===== src/rtl/core/pld_pkg.sv =====
package pld_pkg;

    localparam int POS_W  = 24;
    localparam int DIAM_W = 16;
    localparam int LEN_W  = 40;
    localparam int WSUM_W = 64;
    localparam int DSQ_W  = 32;
    localparam int ABS_W  = POS_W + 1;
    localparam int S2_W   = 50;
    localparam int MUL_W  = ABS_W + DSQ_W;
    localparam int ROOT_W = 32;
    localparam int REM_W  = ROOT_W + 2;
    localparam int CNT_W  = 6;

    // square root and divide steps: one result bit per step
    localparam int SEG_STEPS  = 25;
    localparam int ROOT_STEPS = 32;
    localparam int DIV_STEPS  = 64;

    localparam logic [DIAM_W-1:0] MIN_DIAM_RST = 16'd1;
    localparam logic [DIAM_W-1:0] MAX_DIAM_RST = 16'd25600;

    localparam logic CFG_MIN_DIAMETER = 1'b0;
    localparam logic CFG_MAX_DIAMETER = 1'b1;

    localparam logic [1:0] STATUS_OK       = 2'd0;
    localparam logic [1:0] STATUS_BAD_DIAM = 2'd1;
    localparam logic [1:0] STATUS_ZERO_LEN = 2'd2;
    localparam logic [1:0] STATUS_SAT      = 2'd3;

    typedef enum logic [3:0] {
        S_IDLE,
        S_SQX,
        S_SQY,
        S_SQZ,
        S_SQD,
        S_DSQ,
        S_SEG_START,
        S_SEG_RUN,
        S_PROD,
        S_ACC,
        S_UPDATE,
        S_DIV_START,
        S_DIV_RUN,
        S_ROOT_START,
        S_ROOT_RUN,
        S_FINISH
    } pld_state_t;

    typedef enum logic [2:0] {
        MUL_DX,
        MUL_DY,
        MUL_DZ,
        MUL_DIAM,
        MUL_SEG
    } mul_sel_t;

    typedef struct packed {
        logic     load_in;
        logic     mul_en;
        mul_sel_t mul_sel;
        logic     acc_load;
        logic     acc_add;
        logic     dsq_load;
        logic     seg_load;
        logic     root_load;
        logic     sqrt_step;
        logic     prod_acc;
        logic     update;
        logic     div_load;
        logic     div_step;
        logic     out_load;
    } pld_cmd_t;

    typedef struct packed {
        logic in_vessel;
        logic last;
        logic cnt_zero;
        logic need_div;
    } pld_stat_t;

    function automatic logic [ABS_W-1:0] abs_diff(logic [POS_W-1:0] a, logic [POS_W-1:0] b);
        logic [ABS_W-1:0] d;
        d = {a[POS_W-1], a} - {b[POS_W-1], b};
        return d[ABS_W-1] ? (~d + 1'b1) : d;
    endfunction

endpackage


===== src/rtl/core/pld_ctrl.sv =====
module pld_ctrl
    import pld_pkg::*;
(
    input  logic      clk,
    input  logic      rst_n,
    input  logic      in_valid,
    output logic      in_ready,
    output logic      out_valid,
    input  logic      out_ready,
    input  pld_stat_t stat,
    output pld_cmd_t  cmd
);

    pld_state_t state_reg;
    pld_state_t state_next;
    logic       out_valid_reg;
    logic       out_valid_next;

    always_ff @(posedge clk or negedge rst_n)
    begin
        if (!rst_n)
        begin
            state_reg     <= S_IDLE;
            out_valid_reg <= 1'b0;
        end
        else
        begin
            state_reg     <= state_next;
            out_valid_reg <= out_valid_next;
        end
    end

    always_comb
    begin
        state_next = state_reg;
        cmd        = '0;
        cmd.mul_sel = MUL_DX;
        in_ready   = 1'b0;

        case (state_reg)
            S_IDLE:
            begin
                in_ready = 1'b1;
                if (in_valid)
                begin
                    cmd.load_in = 1'b1;
                    state_next  = stat.in_vessel ? S_SQX : S_SQD;
                end
            end
            S_SQX:
            begin
                cmd.mul_en  = 1'b1;
                cmd.mul_sel = MUL_DX;
                state_next  = S_SQY;
            end
            S_SQY:
            begin
                cmd.mul_en   = 1'b1;
                cmd.mul_sel  = MUL_DY;
                cmd.acc_load = 1'b1;
                state_next   = S_SQZ;
            end
            S_SQZ:
            begin
                cmd.mul_en  = 1'b1;
                cmd.mul_sel = MUL_DZ;
                cmd.acc_add = 1'b1;
                state_next  = S_SQD;
            end
            S_SQD:
            begin
                // inside a vessel this also folds dz squared into the sum
                cmd.mul_en  = 1'b1;
                cmd.mul_sel = MUL_DIAM;
                cmd.acc_add = stat.in_vessel;
                state_next  = stat.in_vessel ? S_SEG_START : S_DSQ;
            end
            S_DSQ:
            begin
                cmd.dsq_load = 1'b1;
                state_next   = S_UPDATE;
            end
            S_SEG_START:
            begin
                cmd.dsq_load = 1'b1;
                cmd.seg_load = 1'b1;
                state_next   = S_SEG_RUN;
            end
            S_SEG_RUN:
            begin
                cmd.sqrt_step = 1'b1;
                if (stat.cnt_zero)
                begin
                    state_next = S_PROD;
                end
            end
            S_PROD:
            begin
                cmd.mul_en  = 1'b1;
                cmd.mul_sel = MUL_SEG;
                state_next  = S_ACC;
            end
            S_ACC:
            begin
                cmd.prod_acc = 1'b1;
                state_next   = S_UPDATE;
            end
            S_UPDATE:
            begin
                cmd.update = 1'b1;
                if (!stat.last)
                begin
                    state_next = S_IDLE;
                end
                else if (stat.need_div)
                begin
                    state_next = S_DIV_START;
                end
                else
                begin
                    state_next = S_FINISH;
                end
            end
            S_DIV_START:
            begin
                cmd.div_load = 1'b1;
                state_next   = S_DIV_RUN;
            end
            S_DIV_RUN:
            begin
                cmd.div_step = 1'b1;
                if (stat.cnt_zero)
                begin
                    state_next = S_ROOT_START;
                end
            end
            S_ROOT_START:
            begin
                cmd.root_load = 1'b1;
                state_next    = S_ROOT_RUN;
            end
            S_ROOT_RUN:
            begin
                cmd.sqrt_step = 1'b1;
                if (stat.cnt_zero)
                begin
                    state_next = S_FINISH;
                end
            end
            S_FINISH:
            begin
                // wait until the output register is free
                if (!out_valid_reg || out_ready)
                begin
                    cmd.out_load = 1'b1;
                    state_next   = S_IDLE;
                end
            end
            default:
            begin
                state_next = S_IDLE;
            end
        endcase
    end

    always_comb
    begin
        if (cmd.out_load)
        begin
            out_valid_next = 1'b1;
        end
        else if (out_ready)
        begin
            out_valid_next = 1'b0;
        end
        else
        begin
            out_valid_next = out_valid_reg;
        end
    end

    assign out_valid = out_valid_reg;

endmodule


===== src/rtl/core/pld_dp.sv =====
module pld_dp
    import pld_pkg::*;
(
    input  logic                     clk,
    input  logic                     rst_n,
    input  logic                     cfg_we,
    input  logic                     cfg_index,
    input  logic [DIAM_W-1:0]        cfg_data,
    input  logic signed [POS_W-1:0]  pos_x,
    input  logic signed [POS_W-1:0]  pos_y,
    input  logic signed [POS_W-1:0]  pos_z,
    input  logic [DIAM_W-1:0]        point_diameter,
    input  logic                     last_point,
    input  pld_cmd_t                 cmd,
    output pld_stat_t                stat,
    output logic [LEN_W-1:0]         total_length,
    output logic [DIAM_W-1:0]        mean_diameter,
    output logic [1:0]               status,
    output logic                     zero_segment_seen
);

    // configuration and per-vessel state
    logic [DIAM_W-1:0] min_diam_reg, min_diam_next;
    logic [DIAM_W-1:0] max_diam_reg, max_diam_next;
    logic [POS_W-1:0]  prev_x_reg, prev_x_next;
    logic [POS_W-1:0]  prev_y_reg, prev_y_next;
    logic [POS_W-1:0]  prev_z_reg, prev_z_next;
    logic [DSQ_W-1:0]  prev_dsq_reg, prev_dsq_next;
    logic              inside_reg, inside_next;
    logic [LEN_W-1:0]  len_sum_reg, len_sum_next;
    logic [WSUM_W-1:0] w_sum_reg, w_sum_next;
    logic              bad_reg, bad_next;
    logic              coin_reg, coin_next;
    logic              ovf_reg, ovf_next;

    // working registers
    logic [POS_W-1:0]  cur_x_reg, cur_x_next;
    logic [POS_W-1:0]  cur_y_reg, cur_y_next;
    logic [POS_W-1:0]  cur_z_reg, cur_z_next;
    logic [DIAM_W-1:0] cur_d_reg, cur_d_next;
    logic              last_reg, last_next;
    logic [ABS_W-1:0]  adx_reg, adx_next;
    logic [ABS_W-1:0]  ady_reg, ady_next;
    logic [ABS_W-1:0]  adz_reg, adz_next;
    logic [MUL_W-1:0]  mul_reg, mul_next;
    logic [S2_W-1:0]   acc_reg, acc_next;
    logic [DSQ_W-1:0]  dsq_reg, dsq_next;
    logic [WSUM_W-1:0] rad_reg, rad_next;
    logic [REM_W-1:0]  rem_reg, rem_next;
    logic [ROOT_W-1:0] root_reg, root_next;
    logic [WSUM_W-1:0] quo_reg, quo_next;
    logic [LEN_W-1:0]  drem_reg, drem_next;
    logic [CNT_W-1:0]  cnt_reg, cnt_next;

    logic [LEN_W-1:0]  out_len_reg, out_len_next;
    logic [DIAM_W-1:0] out_md_reg, out_md_next;
    logic [1:0]        out_st_reg, out_st_next;
    logic              out_zs_reg, out_zs_next;

    logic [ABS_W-1:0]  mul_a;
    logic [DSQ_W-1:0]  mul_b;
    logic [DSQ_W:0]    dsq_pair;
    logic [REM_W+1:0]  sq_shift;
    logic [REM_W+1:0]  sq_trial;
    logic [LEN_W:0]    dv_shift;
    logic [LEN_W:0]    dv_div;
    logic [LEN_W:0]    len_add;
    logic [WSUM_W:0]   w_add;
    logic [1:0]        st_code;
    logic              need_div;

    always_comb
    begin
        dsq_pair = {1'b0, prev_dsq_reg} + {1'b0, dsq_reg};
        case (cmd.mul_sel)
            MUL_DX:
            begin
                mul_a = adx_reg;
                mul_b = DSQ_W'(adx_reg);
            end
            MUL_DY:
            begin
                mul_a = ady_reg;
                mul_b = DSQ_W'(ady_reg);
            end
            MUL_DZ:
            begin
                mul_a = adz_reg;
                mul_b = DSQ_W'(adz_reg);
            end
            MUL_DIAM:
            begin
                mul_a = ABS_W'(cur_d_reg);
                mul_b = DSQ_W'(cur_d_reg);
            end
            MUL_SEG:
            begin
                // segment length times floored mean of squared diameters
                mul_a = root_reg[ABS_W-1:0];
                mul_b = dsq_pair[DSQ_W:1];
            end
            default:
            begin
                mul_a = '0;
                mul_b = '0;
            end
        endcase
    end

    assign sq_shift = {rem_reg, rad_reg[WSUM_W-1 -: 2]};
    assign sq_trial = {2'b00, root_reg, 2'b01};
    assign dv_shift = {drem_reg, quo_reg[WSUM_W-1]};
    assign dv_div   = {1'b0, len_sum_reg};
    assign len_add  = {1'b0, len_sum_reg} + (LEN_W + 1)'(root_reg[ABS_W-1:0]);
    assign w_add    = {1'b0, w_sum_reg} + (WSUM_W + 1)'(mul_reg);
    assign need_div = !bad_reg && !ovf_reg && (len_sum_reg != '0);

    always_comb
    begin
        if (bad_reg)
        begin
            st_code = STATUS_BAD_DIAM;
        end
        else if (ovf_reg)
        begin
            st_code = STATUS_SAT;
        end
        else if (len_sum_reg == '0)
        begin
            st_code = STATUS_ZERO_LEN;
        end
        else
        begin
            st_code = STATUS_OK;
        end
    end

    always_comb
    begin
        min_diam_next = min_diam_reg;
        max_diam_next = max_diam_reg;
        prev_x_next   = prev_x_reg;
        prev_y_next   = prev_y_reg;
        prev_z_next   = prev_z_reg;
        prev_dsq_next = prev_dsq_reg;
        inside_next   = inside_reg;
        len_sum_next  = len_sum_reg;
        w_sum_next    = w_sum_reg;
        bad_next      = bad_reg;
        coin_next     = coin_reg;
        ovf_next      = ovf_reg;
        cur_x_next    = cur_x_reg;
        cur_y_next    = cur_y_reg;
        cur_z_next    = cur_z_reg;
        cur_d_next    = cur_d_reg;
        last_next     = last_reg;
        adx_next      = adx_reg;
        ady_next      = ady_reg;
        adz_next      = adz_reg;
        mul_next      = mul_reg;
        acc_next      = acc_reg;
        dsq_next      = dsq_reg;
        rad_next      = rad_reg;
        rem_next      = rem_reg;
        root_next     = root_reg;
        quo_next      = quo_reg;
        drem_next     = drem_reg;
        cnt_next      = cnt_reg;
        out_len_next  = out_len_reg;
        out_md_next   = out_md_reg;
        out_st_next   = out_st_reg;
        out_zs_next   = out_zs_reg;

        if (cfg_we)
        begin
            case (cfg_index)
                CFG_MIN_DIAMETER: min_diam_next = cfg_data;
                CFG_MAX_DIAMETER: max_diam_next = cfg_data;
                default:          min_diam_next = min_diam_reg;
            endcase
        end

        if (cmd.load_in)
        begin
            cur_x_next = pos_x;
            cur_y_next = pos_y;
            cur_z_next = pos_z;
            cur_d_next = point_diameter;
            last_next  = last_point;
            adx_next   = abs_diff(prev_x_reg, pos_x);
            ady_next   = abs_diff(prev_y_reg, pos_y);
            adz_next   = abs_diff(prev_z_reg, pos_z);
            if (point_diameter < min_diam_reg || point_diameter > max_diam_reg)
            begin
                bad_next = 1'b1;
            end
        end

        if (cmd.mul_en)
        begin
            mul_next = MUL_W'(mul_a) * MUL_W'(mul_b);
        end

        if (cmd.acc_load)
        begin
            acc_next = S2_W'(mul_reg);
        end
        else if (cmd.acc_add)
        begin
            acc_next = acc_reg + S2_W'(mul_reg);
        end

        if (cmd.dsq_load)
        begin
            dsq_next = mul_reg[DSQ_W-1:0];
        end

        // radicand left aligned so pairs of bits come off the top
        if (cmd.seg_load)
        begin
            rad_next  = {acc_reg, (WSUM_W - S2_W)'(0)};
            rem_next  = '0;
            root_next = '0;
            cnt_next  = CNT_W'(SEG_STEPS - 1);
        end
        else if (cmd.root_load)
        begin
            rad_next  = quo_reg;
            rem_next  = '0;
            root_next = '0;
            cnt_next  = CNT_W'(ROOT_STEPS - 1);
        end
        else if (cmd.sqrt_step)
        begin
            rad_next = {rad_reg[WSUM_W-3:0], 2'b00};
            if (sq_shift >= sq_trial)
            begin
                rem_next  = REM_W'(sq_shift - sq_trial);
                root_next = {root_reg[ROOT_W-2:0], 1'b1};
            end
            else
            begin
                rem_next  = sq_shift[REM_W-1:0];
                root_next = {root_reg[ROOT_W-2:0], 1'b0};
            end
            cnt_next = cnt_reg - 1'b1;
        end

        if (cmd.div_load)
        begin
            quo_next  = w_sum_reg;
            drem_next = '0;
            cnt_next  = CNT_W'(DIV_STEPS - 1);
        end
        else if (cmd.div_step)
        begin
            if (dv_shift >= dv_div)
            begin
                drem_next = LEN_W'(dv_shift - dv_div);
                quo_next  = {quo_reg[WSUM_W-2:0], 1'b1};
            end
            else
            begin
                drem_next = dv_shift[LEN_W-1:0];
                quo_next  = {quo_reg[WSUM_W-2:0], 1'b0};
            end
            cnt_next = cnt_reg - 1'b1;
        end

        if (cmd.prod_acc)
        begin
            if (acc_reg == '0)
            begin
                coin_next = 1'b1;
            end
            if (len_add[LEN_W])
            begin
                len_sum_next = '1;
                ovf_next     = 1'b1;
            end
            else
            begin
                len_sum_next = len_add[LEN_W-1:0];
            end
            if (w_add[WSUM_W])
            begin
                w_sum_next = '1;
                ovf_next   = 1'b1;
            end
            else
            begin
                w_sum_next = w_add[WSUM_W-1:0];
            end
        end

        if (cmd.update)
        begin
            prev_x_next   = cur_x_reg;
            prev_y_next   = cur_y_reg;
            prev_z_next   = cur_z_reg;
            prev_dsq_next = dsq_reg;
            inside_next   = 1'b1;
        end

        if (cmd.out_load)
        begin
            out_len_next = len_sum_reg;
            out_st_next  = st_code;
            out_zs_next  = coin_reg;
            if (st_code != STATUS_OK)
            begin
                out_md_next = '0;
            end
            else if (root_reg[ROOT_W-1:DIAM_W] != '0)
            begin
                out_md_next = '1;
            end
            else
            begin
                out_md_next = root_reg[DIAM_W-1:0];
            end
            prev_x_next   = '0;
            prev_y_next   = '0;
            prev_z_next   = '0;
            prev_dsq_next = '0;
            inside_next   = 1'b0;
            len_sum_next  = '0;
            w_sum_next    = '0;
            bad_next      = 1'b0;
            coin_next     = 1'b0;
            ovf_next      = 1'b0;
        end
    end

    always_ff @(posedge clk or negedge rst_n)
    begin
        if (!rst_n)
        begin
            min_diam_reg <= MIN_DIAM_RST;
            max_diam_reg <= MAX_DIAM_RST;
            prev_x_reg   <= '0;
            prev_y_reg   <= '0;
            prev_z_reg   <= '0;
            prev_dsq_reg <= '0;
            inside_reg   <= 1'b0;
            len_sum_reg  <= '0;
            w_sum_reg    <= '0;
            bad_reg      <= 1'b0;
            coin_reg     <= 1'b0;
            ovf_reg      <= 1'b0;
        end
        else
        begin
            min_diam_reg <= min_diam_next;
            max_diam_reg <= max_diam_next;
            prev_x_reg   <= prev_x_next;
            prev_y_reg   <= prev_y_next;
            prev_z_reg   <= prev_z_next;
            prev_dsq_reg <= prev_dsq_next;
            inside_reg   <= inside_next;
            len_sum_reg  <= len_sum_next;
            w_sum_reg    <= w_sum_next;
            bad_reg      <= bad_next;
            coin_reg     <= coin_next;
            ovf_reg      <= ovf_next;
        end
    end

    always_ff @(posedge clk)
    begin
        cur_x_reg   <= cur_x_next;
        cur_y_reg   <= cur_y_next;
        cur_z_reg   <= cur_z_next;
        cur_d_reg   <= cur_d_next;
        last_reg    <= last_next;
        adx_reg     <= adx_next;
        ady_reg     <= ady_next;
        adz_reg     <= adz_next;
        mul_reg     <= mul_next;
        acc_reg     <= acc_next;
        dsq_reg     <= dsq_next;
        rad_reg     <= rad_next;
        rem_reg     <= rem_next;
        root_reg    <= root_next;
        quo_reg     <= quo_next;
        drem_reg    <= drem_next;
        cnt_reg     <= cnt_next;
        out_len_reg <= out_len_next;
        out_md_reg  <= out_md_next;
        out_st_reg  <= out_st_next;
        out_zs_reg  <= out_zs_next;
    end

    assign stat.in_vessel = inside_reg;
    assign stat.last      = last_reg;
    assign stat.cnt_zero  = (cnt_reg == '0);
    assign stat.need_div  = need_div;

    assign total_length      = out_len_reg;
    assign mean_diameter     = out_md_reg;
    assign status            = out_st_reg;
    assign zero_segment_seen = out_zs_reg;

endmodule


===== src/rtl/core/polyline_length_mean_diameter.sv =====
// Vessel polyline length and volume-equivalent mean diameter. Points arrive one per
// transfer; the last_point flag closes the vessel and produces one result transfer
// with the saturating total length, floor(sqrt(floor(W / L))) as mean diameter,
// a status code and the coincident-point flag. A point that continues a vessel
// squares dx, dy, dz and its diameter on one shared 25x32 multiplier, then runs a
// 25-step bit-serial square root for the segment length, then forms the weighted
// product on the same multiplier and accumulates it. The first point of a vessel only
// squares its diameter. Closing a vessel with status ok adds a 64-step restoring
// divide and a 32-step square root before the result is registered. The result
// waits in an output register, so the next point is taken while it is held; only a
// following end of vessel waits for the register to be free.
module polyline_length_mean_diameter
    import pld_pkg::*;
(
    input  logic                     clk,
    input  logic                     rst_n,
    input  logic                     cfg_we,
    input  logic                     cfg_index,
    input  logic [DIAM_W-1:0]        cfg_data,
    input  logic                     in_valid,
    output logic                     in_ready,
    input  logic signed [POS_W-1:0]  pos_x,
    input  logic signed [POS_W-1:0]  pos_y,
    input  logic signed [POS_W-1:0]  pos_z,
    input  logic [DIAM_W-1:0]        point_diameter,
    input  logic                     last_point,
    output logic                     out_valid,
    input  logic                     out_ready,
    output logic [LEN_W-1:0]         total_length,
    output logic [DIAM_W-1:0]        mean_diameter,
    output logic [1:0]               status,
    output logic                     zero_segment_seen
);

    pld_cmd_t  cmd;
    pld_stat_t stat;

    pld_ctrl u_ctrl (
        .clk       (clk),
        .rst_n     (rst_n),
        .in_valid  (in_valid),
        .in_ready  (in_ready),
        .out_valid (out_valid),
        .out_ready (out_ready),
        .stat      (stat),
        .cmd       (cmd)
    );

    pld_dp u_dp (
        .clk               (clk),
        .rst_n             (rst_n),
        .cfg_we            (cfg_we),
        .cfg_index         (cfg_index),
        .cfg_data          (cfg_data),
        .pos_x             (pos_x),
        .pos_y             (pos_y),
        .pos_z             (pos_z),
        .point_diameter    (point_diameter),
        .last_point        (last_point),
        .cmd               (cmd),
        .stat              (stat),
        .total_length      (total_length),
        .mean_diameter     (mean_diameter),
        .status            (status),
        .zero_segment_seen (zero_segment_seen)
    );

endmodule

===== config.mk =====
export PLATFORM = sky130hd
export DESIGN_NAME = polyline_length_mean_diameter
export DESIGN_NICKNAME = d
export VERILOG_FILES = /design/src/rtl/core/pld_pkg.sv /design/src/rtl/core/pld_ctrl.sv /design/src/rtl/core/pld_dp.sv /design/src/rtl/core/polyline_length_mean_diameter.sv
export SDC_FILE = /design/constraint.sdc
export NUM_CORES = 2
export LEC_CHECK = 0
export ABC_AREA = 1
export BUFFER_PORTS_ARGS = -buffer_cell sky130_fd_sc_hd__buf_2
export CORE_MARGIN = 4
export CORE_UTILIZATION = 47
export CTS_CLUSTER_SIZE = 28
export DETAILED_ROUTE_END_ITERATION = 8
export HOLD_SLACK_MARGIN = 0.05
export SETUP_SLACK_MARGIN = 0.3
export SYNTH_ARGS = -nofsm -noshare
export SYNTH_HDL_FRONTEND = slang
export SYNTH_HIERARCHICAL = 1
export SYNTH_SLANG_ARGS = --single-unit

===== constraint.sdc =====
create_clock -name clk -period 21.1 [get_ports clk]
set_input_delay 0 -clock clk [delete_from_list [all_inputs] [get_ports clk]]
set_output_delay 0 -clock clk [all_outputs]
set_load 0.005 [all_outputs]

==> impl_metrics.json <==
{
  "status": "complete, no violations",
  "finalMaxSlewViolations": 0,
  "cp_max_fo": 73,
  "timing.rr.end": "u_dp/mul_reg[53]",
  "cts.path.max_buffers": 3,
  "critical_path_arrival_ns": 11.77,
  "synth_area_leaders": "sky130_fd_sc_hd__edfxtp_1 17%, sky130_fd_sc_hd__fa_1 16%, sky130_fd_sc_hd__nand2_1 13%",
  "synth-edff-count": 476,
  "drt_pre_antenna_iters": 6,
  "post-dp-hpwl_mm": 244,
  "worst_r2r_path_depth": 29,
  "cts_htree_levels": 3,
  "portBuffers": 171,
  "dominantRegCellSynth": "sky130_fd_sc_hd__edfxtp_1",
  "gp_routability_congestion": 0.987,
  "layout_worst_path_cycle_share_pct": 53.8,
  "fmax_ghz": 0.0881,
  "dieWidth_um": 432,
  "area_growth_pct": 10.5,
  "cts-buffers-inserted": 102,
  "min_period_ns": 11.35,
  "dr_total_vias": 77900,
  "cpLargestDelayFamily": "adder cells",
  "wire_per_inst_um": 22.4,
  "clock-root-buffer": "sky130_fd_sc_hd__clkbuf_16",
  "grt-ovfl-total": 0,
  "setup_repair_after_global_routing_missed_its_margin": "no",
  "setup_tns_ns": 0,
  "r2r_start": "u_ctrl/state_reg[2]",
  "fin_skew_ns": 0.0909,
  "dieArea_sq_um": 187000,
  "syn-cell-area_sq_um": 84500,
  "path_common_cell": "sky130_fd_sc_hd__fa_1",
  "number_of_failing_setup_endpoints_in_the_final_timing_report": 0,
  "clk_pin_slew_ns": 0.06,
  "startpoint_type_of_the_worst_setup_path": "flip-flop",
  "detail_route.vias_per_cell": 5.56,
  "syn_area_per_cell_sq_um": 7.46,
  "critical_path.startpoint": "u_ctrl/state_reg[2]",
  "grt_max_degree": 157,
  "grt_first_pass_wirelength_mm": 474,
  "routed_wirelength_mm": 314,
  "die_h_um": 432,
  "critical_path_required_ns": 21.52,
  "finalNetCount": 12900,
  "yosys_warnings": 6,
  "slew_at_the_pin_with_the_worst_max_slew_slack_ns": 1.31,
  "design.core.area_sq_um": 179000,
  "post_drt_antenna_nets": 0,
  "io_pins": 172,
  "grt_antenna_before_repair": 8,
  "cell_with_the_largest_stage_delay_on_the_worst_path": "sky130_fd_sc_hd__nand2_1",
  "cts_setup_buffers": 0,
  "synth_top_area_cell": "sky130_fd_sc_hd__edfxtp_1",
  "slowest_delay_ns": 0.83,
  "hp-class": "input port to flip-flop",
  "worst-r2r-setup-slack_ns": 9.75,
  "stdcell_area_sq_um": 93400,
  "postSynthNetCount": 12700,
  "worst-path-stages": 29,
  "timing.critical_path.to_type": "flip-flop",
  "final-hold-violation-count": 0,
  "post-route-drc-count": 0,
  "floorplan.initialDensity_pct": 47.3,
  "cts_tree": "done",
  "grt_pass1_vias": 77800,
  "timing_worst_setup_path_type": "flip-flop to flip-flop",
  "final_layout_size_suffix_gt1_share_pct": 5.29,
  "setup.worst_path.end": "u_dp/mul_reg[53]",
  "grt.total_usage_pct": 33.3,
  "placedInstanceArea_sq_um": 87700,
  "crit_buf_inv": 9,
  "fillCellCount": 17600,
  "synthesis.instances": 11300,
  "layout.cells.most_common_list": "2882 x sky130_fd_sc_hd__nand2_1, 2021 x sky130_fd_sc_hd__inv_1, 1032 x sky130_fd_sc_hd__nor2_1, 695 x sky130_fd_sc_hd__nand3_1, 695 x sky130_fd_sc_hd__fa_1",
  "clk_latency_ns": 0.78,
  "post_synth_num_cell_types": 64,
  "drv_cap": 0,
  "cts_num_sinks": 851,
  "timing.slew.headroom_pct": 12.6,
  "initialDrtViolationCount": 7540,
  "num_rows": 155,
  "synth.top_cell.area_share_pct": 16.9,
  "async_reset_ff_share_pct": 29.3,
  "seq_total_area_yosys_pct": 27.3,
  "postSynthRegisterBits": 851,
  "mostFrequentLayoutCell": "sky130_fd_sc_hd__nand2_1"
}
[metrics by stage]
stage               cells  worst slack [ns]  hold WS [ns]  util (%)
floorplan           11300             12.69        -0.296         -
global placement    13600             10.16        0.0167      49.1
detailed placement  13600             10.09        0.0207      49.1
CTS                 14000             10.02        0.0585      52.3
global route        14000              9.33        0.0923      52.3
finish              14000              9.75         0.104      52.3
[cells in the mapped netlist (all sizes together) (2+ instances only)]
| cell type | n |
|---|---|
| nand2 | 2894 |
| inv | 2068 |
| nor2 | 1061 |
| nand3 | 698 |
| fa | 695 |
| a21oi | 642 |
| o21ai | 598 |
| ha | 536 |
| edfxtp | 476 |
| dfrtp | 245 |
| nand4 | 194 |
| buf | 164 |
| clkbuf | 162 |
| xor2 | 135 |
| dfxtp | 126 |
| nor3 | 101 |
| xnor2 | 82 |
| or2 | 56 |
| o211ai | 48 |
| a21o | 44 |
| o22ai | 44 |
| o21bai | 40 |
| o21a | 36 |
| nor4 | 35 |
| a31oi | 33 |
| a21boi | 31 |
| nand3b | 23 |
| a221oi | 18 |
| a22o | 9 |
| o31ai | 6 |
| and3 | 4 |
| dfstp | 4 |
| a211oi | 3 |
| mux2i | 3 |
| a2111oi | 2 |
| a31o | 2 |
| o2111ai | 2 |
[layout make-up]
cell class / instances / area, sq um / area share, %
multi-input combinational: 8082 / 52400 / 56.1
inverter: 2068 / 7770 / 8.32
timing repair buffer: 465 / 3620 / 3.87
antenna: 6 / 15.0 / 0.0161
sequential: 851 / 23100 / 24.7
clock inverter: 47 / 603 / 0.646
tap: 2355 / 2950 / 3.15
clock buffer: 147 / 3030 / 3.24
[worst min path at each step]
stage	start	endpoint	cells after the start
2_1_floorplan	rst_n	u_ctrl/out_valid	0
3_3_place_gp	rst_n	u_dp/len_sum_reg[34]	1
3_5_place_dp	rst_n	u_dp/len_sum_reg[36]	1
4_1_cts	cfg_data[14]	u_dp/max_diam_reg[14]	4
5_1_grt	point_diameter[0]	u_dp/cur_d_reg[0]	2
6_report	cfg_data[3]	u_dp/max_diam_reg[3]	4
[tightest hold or removal path: cells and delay by family]
| family | cells | cell delay [ns] |
|---|---|---|
| buffers and inverters | 3 | 0.66 |
| AO/OA/AOI/OAI | 1 | 0.15 |
[per-layer routing]
metal / track usage (%) / up-vias / routed length (um)
met5: 0 / - / 13
met4: 12.8 / 2 / 13800
met3: 5.45 / 568 / 23300
met2: 53.9 / 3062 / 143000
met1: 45.0 / 37700 / 134000
li1: - / 36500 / -
[repair_timing]
action	in CTS	in global routing
hold endpoints to repair	338	0
hold buffers	201	0
setup endpoints to repair	0	0
gates resized for setup	0	0
[cell families (layout without fill, tap and decap cells)]
| kind of cell | count (synthesis) | after routing | synth area share [%] |
|---|---|---|---|
| and+or+nand+nor | 5067 | 5067 | 24.8 |
| buffers and inverters | 2394 | 2727 | 11.0 |
| AOI/OAI and AO/OA | 1564 | 1564 | 10.3 |
| adders and majority gates | 1231 | 1231 | 24.4 |
| DFF | 851 | 851 | 27.3 |
| xor gates and xnor gates | 217 | 217 | 2.27 |
| muxes | 3 | 3 | 0.0355 |
| other | 0 | 6 | 0 |
Power is left out: the tool's default activity adds up to more than one toggle a clock period on the data nets, which glitch-free logic cannot reach.
